**src/rtl/aff_sqrt_pkg.sv**
```systemverilog
// Shared types, constants and helpers for the affine transform square root.
package aff_sqrt_pkg;

  localparam int unsigned WORD_WIDTH       = 32;
  localparam int unsigned MATRIX_FRAC_BITS = 24;

  // Quotient bits kept before saturation, and the pre-shift that tests it.
  localparam int unsigned QUO_W     = WORD_WIDTH - 1;
  localparam int unsigned SAT_SHIFT = QUO_W - MATRIX_FRAC_BITS;

  // Square root cells: radicand, partial root and remainder widths.
  localparam int unsigned RAD_W    = 2 * WORD_WIDTH;
  localparam int unsigned ROOT_W   = WORD_WIDTH;
  localparam int unsigned SQ_REM_W = ROOT_W + 3;
  localparam int unsigned SQ_STEPS = RAD_W / 2;

  // Divider cells: remainder and divisor width, wide enough for det(m + I).
  localparam int unsigned DIV_W = 2 * WORD_WIDTH + 2;

  typedef logic signed [WORD_WIDTH-1:0] word_t;

  typedef enum logic [1:0] {
    ST_OK,
    ST_NEG_DET,
    ST_TRACE,
    ST_SINGULAR
  } status_e;

  typedef struct packed {
    word_t mat_a;
    word_t mat_b;
    word_t mat_c;
    word_t mat_d;
    word_t shift_x;
    word_t shift_y;
  } in_t;

  typedef struct packed {
    word_t   root_a;
    word_t   root_b;
    word_t   root_c;
    word_t   root_d;
    word_t   root_shift_x;
    word_t   root_shift_y;
    status_e status;
  } out_t;

  typedef struct packed {
    logic [RAD_W-1:0]    rad;
    logic [SQ_REM_W-1:0] rem;
    logic [ROOT_W-1:0]   root;
  } sq_t;

  typedef struct packed {
    logic [DIV_W-1:0] rem;
    logic [DIV_W-1:0] den;
    logic [QUO_W-1:0] tail;
    logic [QUO_W-1:0] quo;
  } dv_t;

  // Sign and saturate a quotient magnitude into one word.
  function automatic word_t sat_word(input logic neg, input logic sat,
                                     input logic [QUO_W-1:0] quo);
    word_t res;
    if (sat) begin
      res = neg ? word_t'({1'b1, {QUO_W{1'b0}}}) : word_t'({1'b0, {QUO_W{1'b1}}});
    end else if (neg) begin
      res = -$signed({1'b0, quo});
    end else begin
      res = $signed({1'b0, quo});
    end
    return res;
  endfunction

endpackage

```
**src/rtl/aff_sqrt_div_cell.sv**
```systemverilog
// One restoring divider cell: one dividend bit in, one quotient bit out.
module aff_sqrt_div_cell (
  input  logic              clk_i,
  input  logic              en_i,
  input  aff_sqrt_pkg::dv_t d_i,
  output aff_sqrt_pkg::dv_t q_o
);

  logic [aff_sqrt_pkg::DIV_W:0] part;
  logic [aff_sqrt_pkg::DIV_W:0] diff;
  logic                         take;
  aff_sqrt_pkg::dv_t            cell_d, cell_q;

  assign part = {d_i.rem, d_i.tail[aff_sqrt_pkg::QUO_W-1]};
  assign diff = part - {1'b0, d_i.den};
  assign take = (part >= {1'b0, d_i.den});

  always_comb begin
    cell_d.rem  = take ? diff[aff_sqrt_pkg::DIV_W-1:0] : part[aff_sqrt_pkg::DIV_W-1:0];
    cell_d.den  = d_i.den;
    cell_d.tail = {d_i.tail[aff_sqrt_pkg::QUO_W-2:0], 1'b0};
    cell_d.quo  = {d_i.quo[aff_sqrt_pkg::QUO_W-2:0], take};
  end

  always_ff @(posedge clk_i) begin
    if (en_i) begin
      cell_q <= cell_d;
    end
  end

  assign q_o = cell_q;

endmodule

```
**config.mk**
```make
export PLATFORM = sky130hd
export DESIGN_NAME = aff_sqrt_div_cell
export DESIGN_NICKNAME = d
export VERILOG_FILES = /design/src/rtl/aff_sqrt_pkg.sv /design/src/rtl/aff_sqrt_div_cell.sv
export SDC_FILE = /design/constraint.sdc
export NUM_CORES = 1
export LEC_CHECK = 0
export BUFFER_PORTS_ARGS = -buffer_cell sky130_fd_sc_hd__buf_2
export CAP_MARGIN = 40
export CORE_ASPECT_RATIO = 1.25
export CORE_UTILIZATION = 35
export CTS_CLUSTER_SIZE = 28
export DETAILED_ROUTE_END_ITERATION = 10
export PLACE_DENSITY_LB_ADDON = 0.3
export SLEW_MARGIN = 20
export SYNTH_ARGS = -nofsm -noshare
export SYNTH_HDL_FRONTEND = slang
export SYNTH_SLANG_ARGS = --single-unit
export TNS_END_PERCENT = 30
```
**constraint.sdc**
```tcl
create_clock -name clk_i -period 5.12 [get_ports clk_i]
set_input_delay 1.024 -clock clk_i [delete_from_list [all_inputs] [get_ports clk_i]]
set_output_delay 1.024 -clock clk_i [all_outputs]
set_load 0.02 [all_outputs]
```
Word level (Yosys, flattened, before mapping)
Cells that the tools add are included.
{ "totals": {"regBits": 193, "input_bits": 196, "elab_cells": 7} }
{ "classes": {"add_sub_neg": 1, "n_lt_le_gt_ge": 1, "n_mux": 1} }
{ "ops": {"columns": ["cell", "count"], "rows": [
  ["67-bit by 66-bit >= comparator with 1-bit output", 1],
  ["66-bit two-way mux", 1],
  ["66-bit subtractor", 1]
]} }

Depth between registers and ports, before layout
Gate-level depths: netlist (run 1).
{ "depth": {"ltp_word": 2, "ltp_mapped": 15} }

Worst setup path before layout (run 1)
Ideal clock, no wire load.
{ "synth_timing": {"kind": "in2reg", "startpoint": "input d_i[61] in the netlist's numbering", "endpoint": "register cell_q, in the netlist q_o[192], data pin", "setup_time_ps": 260, "arrival_time_ps": 3625, "required_ps": 4860, "path_slack_ps": 1235, "path_stages": 13, "cell_sequence": "inv_1 > ha_1 > inv_1 > fa_1 > a211o_1 > a211o_1 > a41oi_2 > o211ai_1 > a31o_1 > a21o_1 > a21oi_1 > xnor2_1 > mux2_4"} }
{ "synth_rtl": {"columns": ["item", "line_no", "source"], "rows": [
  ["start: declaration", "aff_sqrt_div_cell.sv:5", "input aff_sqrt_pkg::dv_t d_i,"],
  ["end signal: assignment", "aff_sqrt_div_cell.sv:27", "cell_q <= cell_d;"],
  ["end: declaration", "aff_sqrt_div_cell.sv:12", "aff_sqrt_pkg::dv_t cell_d, cell_q;"]
]} }

==> results of run 1 <==
-- layout by cell type (no fill, tap or decap), types with 8 or more instances in the layout --
cell       Yosys  routed
a21o_1        34      34
xnor2_1       33      33
mux2_4        57      57
clkbuf_16      0      17
o21bai_1      14      14
a21oi_1       84      84
nor2_1        58      58
edfxtp_1     193     193
o21ai_0       45      45
o21a_1         8       8
inv_1         88      88
nand4_1       26      26
ha_1          66      66
nand3_1       15      15
nor3_1        15      15
xor2_1        23      23
buf_2         14     386
nand2_1       57      57
-- worst paths after layout --
path	slack, ps	endpoint	start
setup / recovery	950	q_o[190]$_DFFE_PP_	d_i[61]
hold / removal	740	q_o[1]$_DFFE_PP_	d_i[0]
-- logic make-up after synthesis --
logic type / after synthesis / share of synthesized area, %
AOI/OAI and AO/OA: 256 / 14.7
xor gates and xnor gates: 56 / 4.27
adders and majority gates: 67 / 7.37
buffers and inverters: 130 / 5.88
DFF: 193 / 50.5
muxes: 64 / 8.11
other: 1 / 0.0327
and+or+nand+nor: 213 / 9.10
-- final cells by class --
cell class / count / area (um2) / share of cell area, %
Clock inverter: 15 / 183 / 1.28
Clock buffer: 17 / 425 / 2.97
Inverter: 89 / 347 / 2.42
Sequential cell: 193 / 5800 / 40.5
Tap cell: 412 / 515 / 3.60
Antenna cell: 2 / 5.00 / 0.0350
Timing Repair Buffer: 394 / 2030 / 14.2
Multi-Input combinational cell: 657 / 5010 / 35.0
-- routing by layer --
layer / part of all wire, % / track usage [%] / up-vias
li1: - / - / 4374
met1: 40 / 22.2 / 4309
met2: 52 / 34.6 / 311
met3: 5.6 / 3.37 / 29
met4: 2.0 / 6.45 / 0
met5: 0 / 0 / -
-- power by group through the flow --
stage               Clock [mW]  Combinational (mW)  Sequential, mW
floorplan                    0               0.677            2.25
global placement             0                1.32            2.02
detailed placement           0                1.33            2.02
CTS                       1.41                1.33            1.99
global route              1.47                1.43            2.00
finish                    1.38                1.32            1.98
-- synth_stat cells (8+ instances only) --
cell      instances  share of area (%)
a21o_1           34                2.2
a21oi_1          84                3.7
buf_2            14               0.61
clkbuf_1         12               0.39
edfxtp_1        193                 51
ha_1             66                7.2
inv_1            88                2.9
mux2_4           57                7.5
nand2_1          57                1.9
nand3_1          15               0.65
nand4_1          26                1.4
nor2_1           58                1.9
nor3_1           15               0.65
o21a_1            8               0.52
o21ai_0          45                2.0
o21bai_1         14               0.92
xnor2_1          33                2.5
xor2_1           23                1.8
-- stage by stage --
| step | total power, mW | cells |
|---|---|---|
| global placement | 3.33 | 1744 |
| floorplan | 2.93 | 980 |
| finish | 4.69 | 1779 |
| CTS | 4.73 | 1776 |
| global route | 4.90 | 1778 |
| detailed placement | 3.35 | 1744 |
==> flow_metrics.env, run 1 <==
export IMPL_worstSetupStartpointType="input pin"
export IMPL_core_mm2=0.0321
export IMPL_wire_per_inst_um=18.4
export IMPL_die_area_mm2=0.0335
export IMPL_netlist_area_mm2=0.0115
export IMPL_ios=390
export IMPL_setup_ws_ps=950
export IMPL_cts_tree="built"
export IMPL_vias=9023
export IMPL_cp_end_kind="register"
export IMPL_largest_reg_flops=193
export IMPL_grt_total_usage_pct=19.0
export IMPL_cp_data_arrival_time_ps=4380
export IMPL_grt_pass1_vias=8797
export IMPL_dp_hpwl_mm=26.1
export IMPL_final_nets=1615
export IMPL_path_class="in2reg"
export IMPL_path_clk_slew_ps=80
export IMPL_vdd_drop_max_mv=0.197
export IMPL_clkSinkCount=193
export IMPL_setup_tns_final_ps=0
export IMPL_initial_utilization_pct=35.8
export IMPL_drv_cap=0
export IMPL_cts_htree_levels=4
export IMPL_crit_family="compound AO/OA/AOI/OAI gates"
export IMPL_area_growth_syn_to_layout_pct=24.7
export IMPL_p_comb_share_pct=28.3
export IMPL_drv_slew=0
export IMPL_p_int_mw=3.16
export IMPL_ys_types=76
export IMPL_fin_util_pct=44.6
export IMPL_synth_nets=1243
export IMPL_cp_num_cells=14
export IMPL_tightestPinTransition_ps=823
export IMPL_grt_antenna_before_repair=2
export IMPL_die_y_um=204
export IMPL_io_buffers=387
export IMPL_synth_main_ff_cell="edfxtp_1"
export IMPL_p_switching_mw=1.53
export IMPL_clkPwrFrac_pct=29.4
export IMPL_synth_ff_latch_count=193
export IMPL_cts_root_buffer="clkbuf_16"
export IMPL_vias_per_cell=5.07
export IMPL_drive_above_1_share_pct=37.7
export IMPL_fin_crit_ps=4170
export IMPL_seqPwrFrac_pct=42.3
export IMPL_cp_cell_sequence="buf_2 > inv_1 > ha_1 > inv_1 > fa_1 > a211o_1 > a211o_1 > and3_1 > o21ai_0 > a221o_1 > nand4_1 > a31oi_1 > xnor2_1 > mux2_4"
export IMPL_hold_class="in2reg"
export IMPL_cpPeakStageDelay_ps=430
export IMPL_grt_max_degree=97
export IMPL_setup_viol=0
export IMPL_routabilityCongestion=0.850
export IMPL_rows=73
export IMPL_slowest_stage="fa_1"
export IMPL_cts_setup_buffers=0
export IMPL_hold_viol_final=0
export IMPL_drc=0
export IMPL_p_sw_share_pct=32.7
export IMPL_grt_first_pass_wirelength_mm=47.9
export IMPL_synth_seq_area_share_pct=50.5
export IMPL_yosysWarningCount=0
export IMPL_rsz0062_at_grt="no"
export IMPL_grt_remaining_overflow=0
export IMPL_fin_area_mm2=0.0143
export IMPL_cts_resized_gates=0
export IMPL_status="complete, no violations"
export IMPL_synth_enable_flop_cells=193
export IMPL_drt_wl_total_mm=32.7
export IMPL_leakagePower_nw=6.49
export IMPL_drtIter0Drc=598
export IMPL_cts_hold_buf=0
export IMPL_dpl_cell_area_mm2=0.0137
export IMPL_required_ps=5330
export IMPL_timing_final_crit_share_pct=81.4
export IMPL_fillers=3088
export IMPL_die_w_um=164
export IMPL_avgSynthCellArea_um2=11.7
export IMPL_dp_slack_ps=561
export IMPL_holdWs_ps=741
export IMPL_p_per_area_mw_per_mm2=328
export IMPL_fmax_ghz=0.240
export IMPL_path_max_fanout=4
export IMPL_slew_headroom_pct=44.7
export IMPL_synthArstFlopShare_pct=0
export IMPL_crit_buf_inv=3
export IMPL_ant_nets=0
export IMPL_clockBufferDepth=2
export IMPL_syn_inst=980
export IMPL_holdPathStages=1
export IMPL_dr_pass1_iters=5
export IMPL_cts_buffers_inserted=17
Note: power is estimated with default switching activity, not from simulation.
==> inputs of run 2 (changes only) <==
==> constraint.sdc (replaced) <==
create_clock -name clk_i -period 3.5 [get_ports clk_i]
set_input_delay 0.7 -clock clk_i [delete_from_list [all_inputs] [get_ports clk_i]]
set_output_delay 0.7 -clock clk_i [all_outputs]
set_load 0.02 [all_outputs]
==> flow_metrics.env, run 2 (synthesis results as in run 1) <==
export IMPL_clkSinkCount=193
export IMPL_layout_commonest_cell="buf_2"
export IMPL_core_mm2=0.0321
export IMPL_leakagePower_nw=7.34
export IMPL_clockBufferDepth=2
export IMPL_die_area_mm2=0.0335
export IMPL_slew_headroom_pct=56.0
export IMPL_tightestPinTransition_ps=653
export IMPL_die_w_um=164
export IMPL_p_sw_share_pct=32.0
export IMPL_final_nets=1790
export IMPL_largest_reg_flops=193
export IMPL_timing_final_crit_share_pct=95.0
export IMPL_grt_pass1_vias=9556
export IMPL_dr_pass1_iters=5
export IMPL_drv_slew=0
export IMPL_grt_first_pass_wirelength_mm=51.3
export IMPL_drt_wl_total_mm=34.2
export IMPL_die_y_um=204
export IMPL_status="complete, no violations"
export IMPL_clkPwrFrac_pct=28.7
export IMPL_fin_crit_ps=3330
export IMPL_antenna_cells=0
export IMPL_rsz0062_at_grt="yes"
export IMPL_path_clk_slew_ps=90
export IMPL_worstSetupStartpointType="input pin"
export IMPL_vias_per_cell=4.90
export IMPL_area_growth_syn_to_layout_pct=36.5
export IMPL_holdWs_ps=407
export IMPL_dp_hpwl_mm=27.8
export IMPL_cp_data_arrival_time_ps=3550
export IMPL_p_int_mw=4.88
export IMPL_path_class="in2reg"
export IMPL_cp_end_kind="register"
export IMPL_cts_hold_buf=0
export IMPL_drive_above_1_share_pct=45.0
export IMPL_hold_viol_final=0
export IMPL_grt_total_usage_pct=20.3
export IMPL_vias=9556
export IMPL_routabilityCongestion=0.878
export IMPL_wire_per_inst_um=17.5
export IMPL_vdd_drop_max_mv=0.263
export IMPL_grt_antenna_before_repair=3
export IMPL_fillers=3022
export IMPL_multi_input_area_mm2=0.00502
export IMPL_path_max_fanout=4
export IMPL_ant_nets=0
export IMPL_rows=73
export IMPL_cts_tree="built"
export IMPL_finalNonFillerCells=1952
export IMPL_seqPwrFrac_pct=40.5
export IMPL_cts_root_buffer="clkbuf_16"
export IMPL_grt_remaining_overflow=0
export IMPL_drv_cap=0
export IMPL_cts_buffers_inserted=17
export IMPL_hold_class="in2reg"
export IMPL_ios=390
export IMPL_p_switching_mw=2.29
export IMPL_grt_max_degree=73
export IMPL_cts_htree_levels=4
export IMPL_setup_viol=0
export IMPL_p_per_area_mw_per_mm2=458
export IMPL_io_buffers=387
export IMPL_initial_utilization_pct=35.8
export IMPL_required_ps=3720
export IMPL_final_cell_mix="buf_2 (386), edfxtp_1 (193), buf_4 (177), inv_1 (88), a21oi_1 (84)"
export IMPL_fin_util_pct=48.9
export IMPL_seqCellArea_mm2=0.00580
export IMPL_drtIter0Drc=526
export IMPL_p_comb_share_pct=30.8
export IMPL_dpl_cell_count=1919
export IMPL_fmax_ghz=0.301
export IMPL_drc=0
==> run 2: cell count changes in the layout (fill, tap and decap cells not counted), moves of 2 or more <==
cell     change
buf_4      +172
inv_6        +2
buf_12       +4
diode_2      -2
==> run 2: area by class of cell <==
cell class                 count  share of cell area, %
sequential                   193                   37.0
tap                          412                   3.29
clock inverter                15                   1.19
inverter                      89                   2.21
clock buffer                  17                   2.72
multi-input combinational    657                   32.1
timing repair buffer         569                   21.5
==> run 2: path summary, 6_finish.rpt <==
| path | slack (ps) | depth (start not counted) | start | to |
|---|---|---|---|---|
| hold / removal | 410 | 1 | d_i[44] | q_o[45]$_DFFE_PP_ |
| setup / recovery | 170 | 14 | d_i[61] | q_o[192]$_DFFE_PP_ |
==> run 2: what timing repair did <==
action	4_1_cts	5_1_grt
endpoints found under the setup margin	1	12
pin swaps	1	5
setup buffers	0	1
gates resized for setup	0	6
==> run 2: power groups by stage <==
stage / combinational, mW / clock [mW] / sequential (mW)
finish: 2.21 / 2.06 / 2.91
CTS: 2.21 / 2.12 / 2.91
global route: 2.38 / 2.20 / 2.93
global placement: 2.18 / 0 / 2.96
floorplan: 0.990 / 0 / 3.29
detailed placement: 2.20 / 0 / 2.96
==> run 2: layer usage <==
metal | GRT usage (%) | part of all wire [%] | vias to the layer above
li1 | - | - | 4724
met1 | 23.8 | 41 | 4495
met2 | 36.9 | 52 | 293
met3 | 3.10 | 4.9 | 38
met4 | 7.44 | 1.9 | 6
met5 | 0 | 0.12 | -
==> run 2: metrics by stage <==
step | setup WS [ps] | TNS [ps] | cell area (um2) | power [mW]
floorplan | 5.98 | 0 | 11500 | 4.28
global placement | -493 | -16840 | 15000 | 5.13
detailed placement | -473 | -17420 | 15000 | 5.16
CTS | 22.4 | 0 | 15600 | 7.25
global route | -5.11 | -9.92 | 15700 | 7.51
finish | 174 | 0 | 15700 | 7.17
==> run 2: critical path, cell delays in order <==
cell and delay (ps):
buf_2 100, inv_1 50, ha_1 160, inv_1 60, fa_2 340, a211o_1 320
a211o_1 320, a41oi_2 210, o211ai_1 230, a31o_1 280, a21o_1 220, a21oi_1 190
xnor2_1 90, mux2_4 270
==> inputs of run 3 (changes only) <==
--- a/config.mk
+++ b/config.mk
@@ -5,6 +5,7 @@
 export SDC_FILE = /design/constraint.sdc
 export NUM_CORES = 1
 export LEC_CHECK = 0
+export ABC_AREA = 1
 export BUFFER_PORTS_ARGS = -buffer_cell sky130_fd_sc_hd__buf_2
 export CAP_MARGIN = 40
 export CORE_ASPECT_RATIO = 1.25
==> flow_metrics.env, run 3 <==
export IMPL_status="complete, no violations"
export IMPL_grt_pass1_vias=11900
export IMPL_avgSynthCellArea_um2=7.55
export IMPL_dpl_cell_area_mm2=0.0155
export IMPL_required_ps=3710
export IMPL_path_clk_slew_ps=80
export IMPL_rows=77
export IMPL_fin_crit_ps=2840
export IMPL_ios=390
export IMPL_path_class="in2reg"
export IMPL_synth_top_cell_by_area="edfxtp_1"
export IMPL_die_area_mm2=0.0370
export IMPL_final_nets=2379
export IMPL_grt_antenna_before_repair=1
export IMPL_p_per_area_mw_per_mm2=432
export IMPL_drv_slew=0
export IMPL_vias=12000
export IMPL_p_comb_share_pct=29.9
export IMPL_yosysWarningCount=0
export IMPL_wire_per_inst_um=17.7
export IMPL_layout_commonest_cell="nand2_1"
export IMPL_die_w_um=172
export IMPL_ys_types=31
export IMPL_leakagePower_nw=8.61
export IMPL_cts_root_buffer="clkbuf_16"
export IMPL_worstSetupStartpointType="input pin"
export IMPL_cts_hold_buf=0
export IMPL_largest_reg_flops=193
export IMPL_drt_wl_total_mm=46.2
export IMPL_final_cell_mix="nand2_1 (670), buf_2 (386), inv_1 (313), edfxtp_1 (193), nor2_1 (112)"
export IMPL_core_mm2=0.0356
export IMPL_clkSinkCount=193
export IMPL_timing_final_crit_share_pct=81.1
export IMPL_slew_headroom_pct=56.0
export IMPL_hold_viol_final=0
export IMPL_cts_buffers_inserted=17
export IMPL_seqPwrFrac_pct=41.6
export IMPL_synth_common_cells="nand2_1 (670), inv_1 (313), edfxtp_1 (193), nor2_1 (112), nand3_1 (81)"
export IMPL_cp_end_kind="register"
export IMPL_grt_total_usage_pct=25.1
export IMPL_synth_enable_flop_cells=193
export IMPL_cts_tree="built"
export IMPL_die_y_um=215
export IMPL_drv_cap=0
export IMPL_vdd_drop_max_mv=0.245
export IMPL_cts_setup_buffers=0
export IMPL_io_buffers=387
export IMPL_setup_tns_final_ps=0
export IMPL_fillers=3731
export IMPL_holdWs_ps=413
export IMPL_fin_area_mm2=0.0161
export IMPL_grt_first_pass_wirelength_mm=67.4
export IMPL_synth_nets=1942
export IMPL_dpl_cell_count=2571
export IMPL_rsz0062_at_grt="no"
export IMPL_synth_most_common_cell="nand2_1"
export IMPL_vias_per_cell=4.61
export IMPL_clockBufferDepth=2
export IMPL_setup_viol=0
export IMPL_p_sw_share_pct=34.8
export IMPL_tightestPinTransition_ps=659
export IMPL_grt_max_degree=64
export IMPL_dr_pass1_iters=5
export IMPL_cp_data_arrival_time_ps=3040
export IMPL_drtIter0Drc=615
export IMPL_synthArstFlopShare_pct=0
export IMPL_grt_remaining_overflow=0
export IMPL_drive_above_1_share_pct=23.0
export IMPL_synthTopCellsByArea="edfxtp_1 (46%), nand2_1 (20%), inv_1 (9.3%)"
export IMPL_p_switching_mw=2.42
export IMPL_netlist_area_mm2=0.0127
export IMPL_p_int_mw=4.55
export IMPL_synth_ff_latch_count=193
export IMPL_hold_class="in2reg"
export IMPL_synth_main_ff_cell="edfxtp_1"
export IMPL_finalNonFillerCells=2604
export IMPL_routabilityCongestion=0.916
export IMPL_syn_inst=1679
export IMPL_multi_input_area_mm2=0.00554
export IMPL_seqCellArea_mm2=0.00580
export IMPL_clkPwrFrac_pct=28.5
export IMPL_synth_top_area_share_pct=45.7
export IMPL_ant_nets=0
export IMPL_path_max_fanout=36
export IMPL_cts_htree_levels=4
export IMPL_drc=0
export IMPL_dp_hpwl_mm=39.6
export IMPL_fmax_ghz=0.352
export IMPL_cts_resized_gates=0
export IMPL_synth_seq_area_share_pct=45.7
export IMPL_initial_utilization_pct=35.7
export IMPL_area_growth_syn_to_layout_pct=27.3
-- run 3: changes by cell type after synthesis, sizes merged, moves of 14 or more --
cell	previous run	this run
a21o	34	0
a21oi	91	77
inv	89	326
mux2	61	0
nand2	59	671
nand3	15	83
nor2	58	116
o21ai	53	26
xnor2	33	2
-- run 3: layout make-up --
| cell class | count | share of cell area (%) |
|---|---|---|
| antenna | 1 | 0.0155 |
| inverter | 326 | 7.58 |
| sequential | 193 | 35.9 |
| clock buffer | 18 | 2.66 |
| multi-input combinational | 1145 | 34.3 |
| clock inverter | 14 | 1.04 |
| timing repair buffer | 433 | 14.8 |
| tap | 474 | 3.67 |
-- run 3: worst paths after layout --
check	startpoint	to	slack [ps]	cells past startpoint
setup / recovery	d_i[79]	q_o[165]$_DFFE_PP_	660	17
hold / removal	d_i[13]	q_o[14]$_DFFE_PP_	410	1
-- run 3: cell families (layout without fill, tap and decap cells) --
family	count (synthesis)	after routing	synth area share [%]
AO/OA/AOI/OAI	120	120	5.10
XOR/XNOR	33	33	2.28
adder cells (fa/ha/maj)	67	67	6.67
buffers and inverters	341	791	10.6
flip-flops	193	193	45.7
other	1	2	0.0296
AND/OR/NAND/NOR	924	924	29.6
-- run 3: worst max-delay path: stages --
cell and delay [ps]:
buf_2 170, inv_1 60, ha_1 350, nand2_1 120
nor2_1 150, nand2_1 120, nor3_2 170, nand2_1 70
nor2_1 240, nand2_1 190, nand2_1 90, nor2_1 60
nand2_4 120, inv_2 80, buf_12 160, nand2_1 80
nand2_1 50
-- run 3: power groups by stage --
stage	Combinational, mW	Clock (mW)	Sequential, mW
6_report	2.09	1.99	2.90
3_5_place_dp	2.10	0	2.95
5_1_grt	2.29	2.12	2.92
4_1_cts	2.11	2.05	2.90
3_3_place_gp	2.09	0	2.95
2_1_floorplan	0.901	0	3.27
-- run 3: layer usage --
metal	track usage, %	part of all wire, %
met2	50.2	56
met1	24.8	36
met4	10.3	3.5
met3	4.00	4.8
met5	0	0
-- run 3: per-stage QoR --
stage	setup WS [ps]	util, %	total power [mW]
global route	460	45.4	7.33
detailed placement	217	43.7	5.05
CTS	718	45.4	7.06
finish	662	45.4	6.97
floorplan	892	-	4.17
global placement	237	43.7	5.04
