[config.mk]
export PLATFORM = sky130hd
export DESIGN_NAME = aff_sqrt_sqrt_cell
export DESIGN_NICKNAME = d
export VERILOG_FILES = /design/src/rtl/aff_sqrt_pkg.sv /design/src/rtl/aff_sqrt_sqrt_cell.sv
export SDC_FILE = /design/constraint.sdc
export NUM_CORES = 1
export LEC_CHECK = 0
export BUFFER_PORTS_ARGS = -buffer_cell sky130_fd_sc_hd__buf_2
export CAP_MARGIN = 20
export CORE_ASPECT_RATIO = 1.2
export CORE_MARGIN = 10
export CORE_UTILIZATION = 40
export CTS_CLUSTER_DIAMETER = 120
export DETAILED_ROUTE_END_ITERATION = 8
export PLACE_DENSITY_LB_ADDON = 0.2
export SLEW_MARGIN = 20
export SYNTH_ARGS = -nofsm -noshare
export SYNTH_HDL_FRONTEND = slang
export SYNTH_SLANG_ARGS = --single-unit
[constraint.sdc]
create_clock -name clk_i -period 7.1 [get_ports clk_i]
set_input_delay 0.355 -clock clk_i [delete_from_list [all_inputs] [get_ports clk_i]]
set_output_delay 0.355 -clock clk_i [all_outputs]
set_load 0.005 [all_outputs]
[src/rtl/aff_sqrt_pkg.sv]
// Shared types, constants and helpers for the affine transform square root.
package aff_sqrt_pkg;

  localparam int unsigned WORD_WIDTH       = 32;
  localparam int unsigned MATRIX_FRAC_BITS = 24;

  // Quotient bits kept before saturation, and the pre-shift that tests it.
  localparam int unsigned QUO_W     = WORD_WIDTH - 1;
  localparam int unsigned SAT_SHIFT = QUO_W - MATRIX_FRAC_BITS;

  // Square root cells: radicand, partial root and remainder widths.
  localparam int unsigned RAD_W    = 2 * WORD_WIDTH;
  localparam int unsigned ROOT_W   = WORD_WIDTH;
  localparam int unsigned SQ_REM_W = ROOT_W + 3;
  localparam int unsigned SQ_STEPS = RAD_W / 2;

  // Divider cells: remainder and divisor width, wide enough for det(m + I).
  localparam int unsigned DIV_W = 2 * WORD_WIDTH + 2;

  typedef logic signed [WORD_WIDTH-1:0] word_t;

  typedef enum logic [1:0] {
    ST_OK,
    ST_NEG_DET,
    ST_TRACE,
    ST_SINGULAR
  } status_e;

  typedef struct packed {
    word_t mat_a;
    word_t mat_b;
    word_t mat_c;
    word_t mat_d;
    word_t shift_x;
    word_t shift_y;
  } in_t;

  typedef struct packed {
    word_t   root_a;
    word_t   root_b;
    word_t   root_c;
    word_t   root_d;
    word_t   root_shift_x;
    word_t   root_shift_y;
    status_e status;
  } out_t;

  typedef struct packed {
    logic [RAD_W-1:0]    rad;
    logic [SQ_REM_W-1:0] rem;
    logic [ROOT_W-1:0]   root;
  } sq_t;

  typedef struct packed {
    logic [DIV_W-1:0] rem;
    logic [DIV_W-1:0] den;
    logic [QUO_W-1:0] tail;
    logic [QUO_W-1:0] quo;
  } dv_t;

  // Sign and saturate a quotient magnitude into one word.
  function automatic word_t sat_word(input logic neg, input logic sat,
                                     input logic [QUO_W-1:0] quo);
    word_t res;
    if (sat) begin
      res = neg ? word_t'({1'b1, {QUO_W{1'b0}}}) : word_t'({1'b0, {QUO_W{1'b1}}});
    end else if (neg) begin
      res = -$signed({1'b0, quo});
    end else begin
      res = $signed({1'b0, quo});
    end
    return res;
  endfunction

endpackage

[src/rtl/aff_sqrt_sqrt_cell.sv]
// One restoring square root cell: two radicand bits in, one root bit out.
module aff_sqrt_sqrt_cell (
  input  logic                clk_i,
  input  logic                en_i,
  input  aff_sqrt_pkg::sq_t   d_i,
  output aff_sqrt_pkg::sq_t   q_o
);

  logic [aff_sqrt_pkg::SQ_REM_W-1:0] part;
  logic [aff_sqrt_pkg::SQ_REM_W-1:0] trial;
  logic                              take;
  aff_sqrt_pkg::sq_t                 cell_d, cell_q;

  assign part  = {d_i.rem[aff_sqrt_pkg::SQ_REM_W-3:0],
                  d_i.rad[aff_sqrt_pkg::RAD_W-1 -: 2]};
  assign trial = {1'b0, d_i.root, 2'b01};
  assign take  = (part >= trial);

  always_comb begin
    cell_d.rad  = {d_i.rad[aff_sqrt_pkg::RAD_W-3:0], 2'b00};
    cell_d.rem  = take ? (part - trial) : part;
    cell_d.root = {d_i.root[aff_sqrt_pkg::ROOT_W-2:0], take};
  end

  always_ff @(posedge clk_i) begin
    if (en_i) begin
      cell_q <= cell_d;
    end
  end

  assign q_o = cell_q;

endmodule

Yosys cells after proc, flatten, opt, wreduce, memory -nomap -nowiden:

Cells that the tools add are included.

* input port bits: 133
* bits in registers: 129
* output and inout port bits: 131
* word-level logic and storage cells: 6

* add/subtract/negate cells: 1
* multiplexer cells: 1
* magnitude comparators: 1

Operator list (count)
* 35-bit by 34-bit >= comparator with 1-bit output: 1
* 35-bit two-way mux: 1
* 35-bit by 34-bit subtractor with 35-bit output: 1

Depth between registers and ports, before layout:

Gate-level depths: netlist of the first run.

* depth in word-level cells: 2
* gate-level depth with buffers: 13
* mapped depth without buffers: 10

Least setup slack after synthesis of the first run:

No wires, ideal clock.

* path kind: input to register
* from: input port d_i[5] (netlist name)
* to: register cell_q (netlist bit q_o[60]) (data pin)
* path buffers: 0
* setup time: 0.260 ns
* data required time: 6.840 ns
* arrival: 2.410 ns
* cell stages on the path: 10
* path slack: 4.430 ns
* cell sequence: inv_1 > ha_1 > a211oi_1 > o21bai_1 > nor4_2 > o21ai_2 > a211oi_1 > o221ai_1 > xnor2_1 > mux2_2

RTL lines
* from (decl): RTL line aff_sqrt_sqrt_cell.sv:5 `input aff_sqrt_pkg::sq_t d_i,`
* to (signal assigned): RTL line aff_sqrt_sqrt_cell.sv:27 `cell_q <= cell_d;`
* to (decl): RTL line aff_sqrt_sqrt_cell.sv:12 `aff_sqrt_pkg::sq_t cell_d, cell_q;`

==> metrics.md, run 1 <==
| Metric | Value |
|---|---|
| Top cells by area, synth | `edfxtp_1 61%, ha_1 6.7%, a21oi_1 3.6%, xnor2_1 2.9%, inv_1 2.7%` |
| Unrepaired setup endpoints after global routing | `false` |
| Max incr delay on CP | `0.56 ns` |
| Mapped Cells | `499` |
| Worst Max-Slew Pin Slew | `between 1 and 1.5 ns` |
| Pwr Density | `259.6 mW/mm^2` |
| Die outline width | `134.8 um` |
| WHS Endpoint | `q_o[82]` |
| Max Freq | `around 300 MHz` |
| Sequential element share of the synthesized area | `0.6123` |
| CP Buf/Inv Count | `3` |
| Status | `finished, final reports clean` |
| FILL cells | `approximately 1400` |
| Setup TNS | `0 ns` |
| 1st-pass router iterations | `5` |
| FF/Latch Area | `0.003874 mm^2` |
| Dpl cells | `between 900 and 1000` |
| Max_slew headroom | `0.3106` |
| CTS Sinks | `129` |
| Final hold violations | `0` |
| Port Buffer Count | `between 200 and 300` |
| Mux contribution to synthesized area | `0.02492` |
| Avg WL per Cell | `around 18 um` |
| Max Cap Viol | `0` |
| Post-synthesis cell area | `0.006326 mm^2` |
| Compound-cell area share of the yosys netlist | `0.1278` |
| Post-Syn Area per Cell | `12.68 um^2` |
| Post-Route WL | `between 15000 and 20000 um` |
| CP top delay family | `compound AO/OA/AOI/OAI gates` |
| HP Start | `d_i[80]` |
| Nets | `933` |
| WP data required | `between 7 and 8 ns` |
| Synth area leader | `edfxtp_1` |
| Dpl hpwl | `14580 um` |
| Leakage | `0.003687 uW` |
| Layout area overhead | `32.77%` |
| Slew Limit Fails | `0` |
| DIE AREA | `0.02127 mm^2` |
| Post-CTS resize count | `0` |
| XOR/XNOR share of the synthesized area | `0.04292` |
| Overall Power | `2180 uW` |
| Total CTS buffers | `17` |
| Kind of critical path | `input pin to flop` |
| Hold Crit Depth | `1` |
| H-tree depth | `4` |
| CTS clock-pin slew for the worst setup and hold paths | `0.06 ns` |
| Synth Register Bits | `129` |
| CP Max Fanout | `33` |
| Critical path startpoint category | `input pin` |
| Most frequent cells in the layout | `258 x buf_2, 129 x edfxtp_1, 46 x inv_1, 46 x a21oi_1, 45 x nor2_1` |
| Core footprint | `0.01558 mm^2` |
| Synth Area in Adders | `0.06725` |
| Post-CTS setup buffers | `0` |
| Number of flip-flops in the largest register | `129` |
| Largest family of logic cells by synthesized area | `compound AO/OA/AOI/OAI gates` |
| Final min period | `about 3.3 ns` |
| Row count | `50` |
| Critical Path AT | `roughly 3.5 ns` |
| Setup-failing EPs final | `0` |
| Global route overflow | `0` |
| Fraction of registers with async set or reset after synthesis | `0` |
| Multi-input gate area | `0.002202 mm^2` |
| Crit-path cells | `buf_2 > inv_1 > ha_1 > nand4_1 > nand2b_1 > or3_1 > a211oi_2 > o31ai_2 > o21ai_4 > buf_4 > mux2_2` |
| Layout cell share with drive strength beyond 1 | `0.4018` |
| Via-per-instance ratio | `4.943` |
| Antenna violations before repair | `2` |
| Tcrit/Tclk final | `0.4693` |
| IO Pins | `264` |
| Post-Layout Cell Count | `between 900 and 1000` |
| Die height | `roughly 160 um` |
| DRT antenna net count | `0` |
| Largest net degree at the start of global routing | `130` |
| CTS tree | `done` |
| Netlist cell types | `60` |
| Gp weighted congestion | `about 0.89` |
| Post-synth top area share | `0.6123` |
| Worst VDD drop | `0.1297 mV` |
| Via Count | `4884` |
| Top_reg_cell synth | `edfxtp_1` |
| Cell with the largest stage delay on the worst path | `o21ai_4` |
| Post-layout util | `0.5392` |
| Number of enable flip-flop cells after synthesis | `129` |
| # DRC | `0` |
| Hold buffers post-CTS | `0` |
| Worst-case clock buffer depth | `2` |
| Most common cell after layout, fill and taps aside | `buf_2` |
| Synth Warn # | `0` |
| Min-Delay Path Class | `input pin to flop` |
| Kind of end point of the critical path | `flop` |
| Synth Area in Simple Gates | `0.08287` |
| Initial Util | `0.4061` |
| Root Driver | `clkbuf_16` |
| First-pass GRT wire length | `26940 um` |
| Vias in the first global route | `5085` |
| Initial DRC Count | `275` |
| Tot GR Track Use | `0.1635` |
-- metal layers --
metal,share of wire,routed length (um),global-route usage,vias up
met5,0.00066,12,0,-
met4,0.012,221,0.05708,2
met3,0.092,1673,0.06880,22
met2,0.52,9423,0.2953,203
met1,0.37,6777,0.1646,2265
li1,-,-,-,2392
-- kinds of logic after synthesis --
| logic type | count (synthesis) |
|---|---|
| DFF | 129 |
| AOI/OAI and AO/OA | 121 |
| xor gates and xnor gates | 31 |
| buffers and inverters | 59 |
| and+or+nand+nor | 110 |
| muxes | 14 |
| other | 1 |
| adders and majority gates | 34 |
-- through the flow --
stage / setup slack [ns] / instance area [um^2] / hold slack [ns]
after global routing: 3.540 / 8397 / 0.08506
after global placement: 3.348 / 7819 / 0.5323
after CTS: 3.748 / 8394 / 0.09166
after floorplan: 4.430 / 6330 / 0.4539
final: 3.768 / 8399 / 0.1090
after detailed placement: 3.315 / 7819 / 0.5335
-- worst max path at each step --
stage                        from       to  slack, ns  cells after the start
after global placement    d_i[22]  q_o[54]       3.35                     11
after CTS                 d_i[22]  q_o[60]       3.75                     11
after detailed placement  d_i[22]  q_o[60]       3.32                     11
after floorplan            d_i[5]  q_o[60]       4.43                     10
after global routing      d_i[22]  q_o[48]       3.54                     11
final                     d_i[22]  q_o[48]       3.77                     11
-- power breakdown --
group          internal [uW]  switching [uW]
Sequential               933            17.0
Clock                    493             348
Combinational            176             214
-- layout make-up --
class / count / area share
well taps: 208 / 0.03098
inverters: 46 / 0.02056
clock buffers: 18 / 0.05109
multi-input cells: 312 / 0.2622
clock inverters: 14 / 0.01743
diodes: 1 / 0.0002979
flip-flops and latches: 129 / 0.4612
repair buffers: 260 / 0.1563
-- cell usage after synthesis, types with 3 or more instances --
| master | instances |
|---|---|
| a211oi_1 | 3 |
| a21o_1 | 8 |
| a21oi_1 | 46 |
| a21oi_2 | 4 |
| a311oi_1 | 3 |
| a31oi_1 | 3 |
| and3_1 | 5 |
| buf_2 | 4 |
| buf_4 | 5 |
| edfxtp_1 | 129 |
| ha_1 | 34 |
| inv_1 | 46 |
| mux2_1 | 4 |
| mux2_2 | 6 |
| mux2i_1 | 3 |
| nand2_1 | 20 |
| nand4_1 | 9 |
| nor2_1 | 45 |
| nor2b_1 | 4 |
| nor3_1 | 10 |
| nor4_1 | 3 |
| o211ai_1 | 5 |
| o21a_1 | 3 |
| o21ai_0 | 20 |
| o21bai_1 | 3 |
| o31a_1 | 3 |
| or3_1 | 4 |
| xnor2_1 | 21 |
| xor2_1 | 10 |
Note: power is estimated with default switching activity, not from simulation.
==> run 2: changes to the inputs <==
==> constraint.sdc (replaced) <==
create_clock -name clk_i -period 3.05 [get_ports clk_i]
set_input_delay 0.1525 -clock clk_i [delete_from_list [all_inputs] [get_ports clk_i]]
set_output_delay 0.1525 -clock clk_i [all_outputs]
set_load 0.005 [all_outputs]
==> metrics.md, run 2 (synthesized netlist as in run 1, its figures left out) <==
| Metric | Value |
|---|---|
| Status | `finished, final reports clean` |
| Most frequent cells in the layout | `257 x buf_2, 129 x edfxtp_1, 92 x dlygate4sd3_1` |
| Die height | `157.8 um (unchanged)` |
| Post-Route WL | `20330 um (+12%)` |
| Tcrit/Tclk final | `0.9690` |
| Met2 wire length | `10650 um (+13%)` |
| Max Cap Viol | `0 (unchanged)` |
| 1st-pass router iterations | `4 (-1)` |
| Port Buffer Count | `259 (unchanged)` |
| Post-layout util | `0.6245 (+0.08530)` |
| Avg WL per Cell | `18.32 um (about the same)` |
| Layout cell share with drive strength beyond 1 | `0.3996 (-0.002241)` |
| Worst Max-Slew Pin Slew | `1.032 ns (-0.001719 ns)` |
| Initial Util | `0.4061 (unchanged)` |
| # DRC | `0 (unchanged)` |
| Row count | `50 (unchanged)` |
| Final hold violations | `0 (unchanged)` |
| Dpl hpwl | `14640 um (+0.44%)` |
| Largest net degree at the start of global routing | `130 (unchanged)` |
| Max_slew headroom | `0.3117 (+0.001146)` |
| Total CTS buffers | `17 (unchanged)` |
| Critical Path AT | `3.12 ns (-0.38 ns)` |
| Number of flip-flops in the largest register | `129 (unchanged)` |
| Layout area overhead | `53.78%` |
| Worst VDD drop | `0.2596 mV (+100%)` |
| CTS Sinks | `129 (unchanged)` |
| Nets | `1056 (+13%)` |
| Gp weighted congestion | `0.9061 (+1.9%)` |
| Min-Delay Path Class | `input pin to flop` |
| Worst-case clock buffer depth | `2 (unchanged)` |
| Leakage | `0.004251 uW (+15%)` |
| Final min period | `2.956 ns` |
| Via Count | `5419 (+11%)` |
| FILL cells | `1226 (-11%)` |
| Max Freq | `338.3 MHz` |
| Pwr Density | `531.7 mW/mm^2 (+100%)` |
| Met1 wire length | `7494 um (+11%)` |
| CTS tree | `done` |
| Core footprint | `0.01558 mm^2 (unchanged)` |
| Final worst slack | `0.09447 ns (-3.673 ns)` |
| Kind of critical path | `input pin to flop` |
| Setup-failing EPs final | `0 (unchanged)` |
| Initial DRC Count | `274 (-0.36%)` |
| DIE AREA | `0.02127 mm^2 (unchanged)` |
| Overall Power | `5172 uW (+140%)` |
| IO Pins | `264 (unchanged)` |
| Most common cell after layout, fill and taps aside | `buf_2` |
| Slew Limit Fails | `0 (unchanged)` |
| DRT antenna net count | `0 (unchanged)` |
| Global route overflow | `0 (unchanged)` |
| Uppermost routed layer | `met5` |
| Via-per-instance ratio | `4.882 (-1.2%)` |
| Setup WS pre-CTS | `0.1330 ns (-3.182 ns)` |
| Vias in the first global route | `5528 (+8.7%)` |
| Critical path startpoint category | `input pin` |
| Post-Layout Cell Count | `1110 (+12%)` |
| Tot GR Track Use | `0.1810 (+0.01750)` |
| First-pass GRT wire length | `29930 um (+11%)` |
| CTS clock-pin slew for the worst setup and hold paths | `0.06 ns (about the same)` |
| H-tree depth | `4 (unchanged)` |
| Root Driver | `clkbuf_16` |
| Dpl cells | `966 (+1.2%)` |
| Met3 wire length | `1842 um (+10%)` |
| Kind of end point of the critical path | `flop` |
| WP data required | `3.21 ns (-4.06 ns)` |
| Antenna violations before repair | `4 (+2)` |
| CP Max Fanout | `8 (-76%)` |
| Die outline width | `134.8 um (unchanged)` |
## run 2: cell count changes in the layout (fill, tap and decap cells not counted), sizes merged
cell and change:
bufinv -1, inv -3, buf +29, clkinv +3, dlymetal6s4s +1, clkinvlp +1
dlygate4sd3 +92
## run 2: power breakdown
group / internal, uW / switching (uW) / total [uW] / leakage (uW)
registers: 2170 / 41.2 / 2210 / 0.00126
clock network: 1040 / 790 / 1830 / 0.000251
logic: 568 / 557 / 1130 / 0.00274
## run 2: per-layer routing
layer  vias up  GRT usage
li1       2638          -
met1      2554     0.1872
met2       198     0.3271
met3        25    0.07166
met4         4    0.05708
met5         -          0
## run 2: critical path, stage by stage
cell	delay, ns
dlygate4sd3_1	0.54
buf_2	0.12
inv_1	0.04
ha_1	0.33
o211ai_1	0.15
a311o_1	0.46
a211oi_4	0.32
o31ai_2	0.08
buf_4	0.16
o21ai_4	0.25
buf_12	0.17
mux2_2	0.33
## run 2: stage by stage
| step | setup TNS (ns) | hold slack (ns) | instance area (um^2) |
|---|---|---|---|
| after floorplan | 0 | 0.2514 | 6330 |
| after global placement | 0 | 0.3298 | 7926 |
| after detailed placement | 0 | 0.3309 | 7926 |
| after CTS | 0 | 0.03388 | 9393 |
| after global routing | -0.05255 | 0.05097 | 9728 |
| final | 0 | 0.04965 | 9728 |
## run 2: final timing paths
kind / start / endpoint / cells after the start
worst max-delay path: d_i[2] / q_o[35] / 12
worst min-delay path: d_i[0] / q_o[1] / 1
## run 2: repair_timing
action / CTS / global route
resized for setup: 0 / 33
setup buffers: 0 / 19
hold buffers: 93 / 0
setup endpoints to repair: 0 / 13
hold endpoints to repair: 93 / 0
## run 2: final cells by class
cell class | count | area, um^2 | area share
clock buffer | 17 | 425.4 | 0.04373
antenna | 1 | 2.502 | 0.0002572
sequential | 129 | 3874 | 0.3982
clock inverter | 14 | 110.1 | 0.01132
multi-input combinational | 312 | 2356 | 0.2422
timing repair buffer | 383 | 2527 | 0.2598
tap | 208 | 260.3 | 0.02675
inverter | 46 | 172.7 | 0.01775
==> run 3: changes to the inputs <==
--- a/config.mk
+++ b/config.mk
@@ -9,7 +9,7 @@
 export CAP_MARGIN = 20
 export CORE_ASPECT_RATIO = 1.2
 export CORE_MARGIN = 10
-export CORE_UTILIZATION = 40
+export CORE_UTILIZATION = 30
 export CTS_CLUSTER_DIAMETER = 120
 export DETAILED_ROUTE_END_ITERATION = 8
 export PLACE_DENSITY_LB_ADDON = 0.2
==> metrics.md, run 3 (synthesized netlist as in run 1, its figures left out) <==
| Metric | Value |
|---|---|
| NetSw | `1437 uW (+3.5%)` |
| Final min period | `2.929 ns (-0.02645 ns)` |
| Most frequent cells in the layout | `258 x buf_2, 129 x edfxtp_1, 93 x dlygate4sd3_1` |
| Tcrit/Tclk final | `0.9604 (-0.008671)` |
| Status | `finished, final reports clean` |
| CP top delay family | `buffers and inverters` |
| Critical Path AT | `3.09 ns (-0.03 ns)` |
| Final hold violations | `0 (unchanged)` |
| CP Buf/Inv Count | `4 (-1)` |
| Post-DP Area | `0.008054 mm^2 (+1.6%)` |
| Worst VDD drop | `0.3414 mV (+31%)` |
| CTS clock-pin slew for the worst setup and hold paths | `0.07 ns (about the same)` |
| CTS Sinks | `129 (unchanged)` |
| # DRC | `0 (unchanged)` |
| Kind of critical path | `input pin to flop` |
| Seq pwr share | `0.417 (-0.011)` |
| Setup TNS | `0 ns (unchanged)` |
| H-tree depth | `4 (unchanged)` |
| Max Freq | `341.4 MHz (+0.90%)` |
| Leakage | `0.004196 uW (-1.3%)` |
| Setup WS pre-CTS | `0.1121 ns (-0.02089 ns)` |
| Nets | `1046 (-0.95%)` |
| Worst-case clock buffer depth | `2 (unchanged)` |
| Global route overflow | `0 (unchanged)` |
| Most common cell after layout, fill and taps aside | `buf_2` |
| Root Driver | `clkbuf_16` |
| Pwr Density | `547.4 mW/mm^2 (+3.0%)` |
| IO Pins | `264 (unchanged)` |
| Avg WL per Cell | `17.55 um (-4.2%)` |
| FILL cells | `1942 (+58%)` |
| Number of flip-flops in the largest register | `129 (unchanged)` |
| Crit-path cells | `dlygate4sd3_1 > buf_2 > inv_1 > ha_1 > nand2_1 > nor3_1 > buf_4 > o21ai_0 > o21ai_2 > a21oi_2 > o311ai_2 > xnor2_1 > mux2_4` |
| Via-per-instance ratio | `4.542 (-7.0%)` |
| Final instance area | `0.009662 mm^2 (-0.68%)` |
| Die outline width | `152.6 um (+13%)` |
| Tot GR Track Use | `0.1438 (-0.03717)` |
| Die height | `179.1 um (+14%)` |
| Initial Util | `0.3037 (-0.1024)` |
| Dpl hpwl | `15510 um (+5.9%)` |
| Post-Route WL | `20450 um (+0.57%)` |
| DIE AREA | `0.02732 mm^2 (+28%)` |
| Core footprint | `0.02083 mm^2 (+34%)` |
| Vias in the first global route | `5566 (+0.69%)` |
| CP Max Fanout | `9 (+1)` |
| Layout area overhead | `52.73%` |
| Via Count | `5292 (-2.3%)` |
| P_int | `3852 uW (+1.8%)` |
| 1st-pass router iterations | `5 (+1)` |
| FF/Latch Area | `0.003874 mm^2 (unchanged)` |
| Kind of end point of the critical path | `flop` |
| Initial DRC Count | `235 (-14%)` |
| Critical path startpoint category | `input pin` |
| Max Cap Viol | `0 (unchanged)` |
| Sw frac | `0.2717 (+0.003354)` |
| Antenna violations before repair | `3 (-1)` |
| Cell with the largest stage delay on the worst path | `dlygate4sd3_1` |
| Final worst slack | `0.1209 ns (+0.02645 ns)` |
| Largest net degree at the start of global routing | `59 (-55%)` |
| CTS tree | `done` |
| Port Buffer Count | `259 (unchanged)` |
| Slew Limit Fails | `0 (unchanged)` |
| First-pass GRT wire length | `30880 um (+3.2%)` |
| Gp weighted congestion | `0.8180 (-9.7%)` |
| Max incr delay on CP | `0.53 ns (about the same)` |
| Multi-input gate area | `0.002250 mm^2 (-4.5%)` |
| Setup-failing EPs final | `0 (unchanged)` |
| Row count | `58 (+16%)` |
| Unrepaired setup endpoints after global routing | `false` |
| Clock share of power | `0.379 (+0.024)` |
| WP data required | `3.21 ns (about the same)` |
| Layout cell share with drive strength beyond 1 | `0.3800 (-0.01951)` |
| Total CTS buffers | `17 (unchanged)` |
| DRT antenna net count | `0 (unchanged)` |
| Comb power frac | `0.204 (-0.014)` |
| Min-Delay Path Class | `input pin to flop` |
run 3: layout make-up:
cell class                      count  area share
Antenna cell                        3   0.0007770
Clock buffer                       18     0.04442
Clock inverter                     14     0.01502
Inverter                           46     0.01787
Multi-Input combinational cell    312      0.2328
Sequential cell                   129      0.4009
Tap cell                          270     0.03497
Timing Repair Buffer              373      0.2532
run 3: path summary, 6_finish.rpt:
path  startpoint       to  slack (ns)  cells past startpoint
max      d_i[15]  q_o[64]        0.12                     13
min      d_i[43]  q_o[45]        0.05                      2
run 3: power groups by stage:
stage	clock network, uW	registers [uW]	logic, uW
2_1_floorplan	0	2280	467
3_3_place_gp	0	2240	966
3_5_place_dp	0	2240	972
4_1_cts	2080	2210	1070
5_1_grt	2160	2220	1200
6_report	2000	2210	1080
run 3: metrics by stage:
| step | hold WS, ns | total power [uW] | std cells | utilization |
|---|---|---|---|---|
| 2_1_floorplan | 0.2514 | 2745 | 500 | - |
| 3_3_place_gp | 0.3293 | 3205 | 1033 | 0.3867 |
| 3_5_place_dp | 0.3309 | 3215 | 1033 | 0.3867 |
| 4_1_cts | 0.02065 | 5359 | 1158 | 0.4590 |
| 5_1_grt | 0.01779 | 5580 | 1163 | 0.4637 |
| 6_report | 0.04600 | 5289 | 1165 | 0.4639 |
run 3: per-layer routing:
layer	global-route usage	part of all wire
met1	0.1698	0.43
met2	0.2457	0.49
met3	0.05136	0.075
met4	0.03461	0.0050
met5	0	0.00034
run 3: what timing repair did:
item                                    CTS  global route
hold endpoints to repair                 93             0
gates resized for setup                   0             9
setup buffers                             0             3
hold buffers                             93             0
endpoints found under the setup margin    0            13
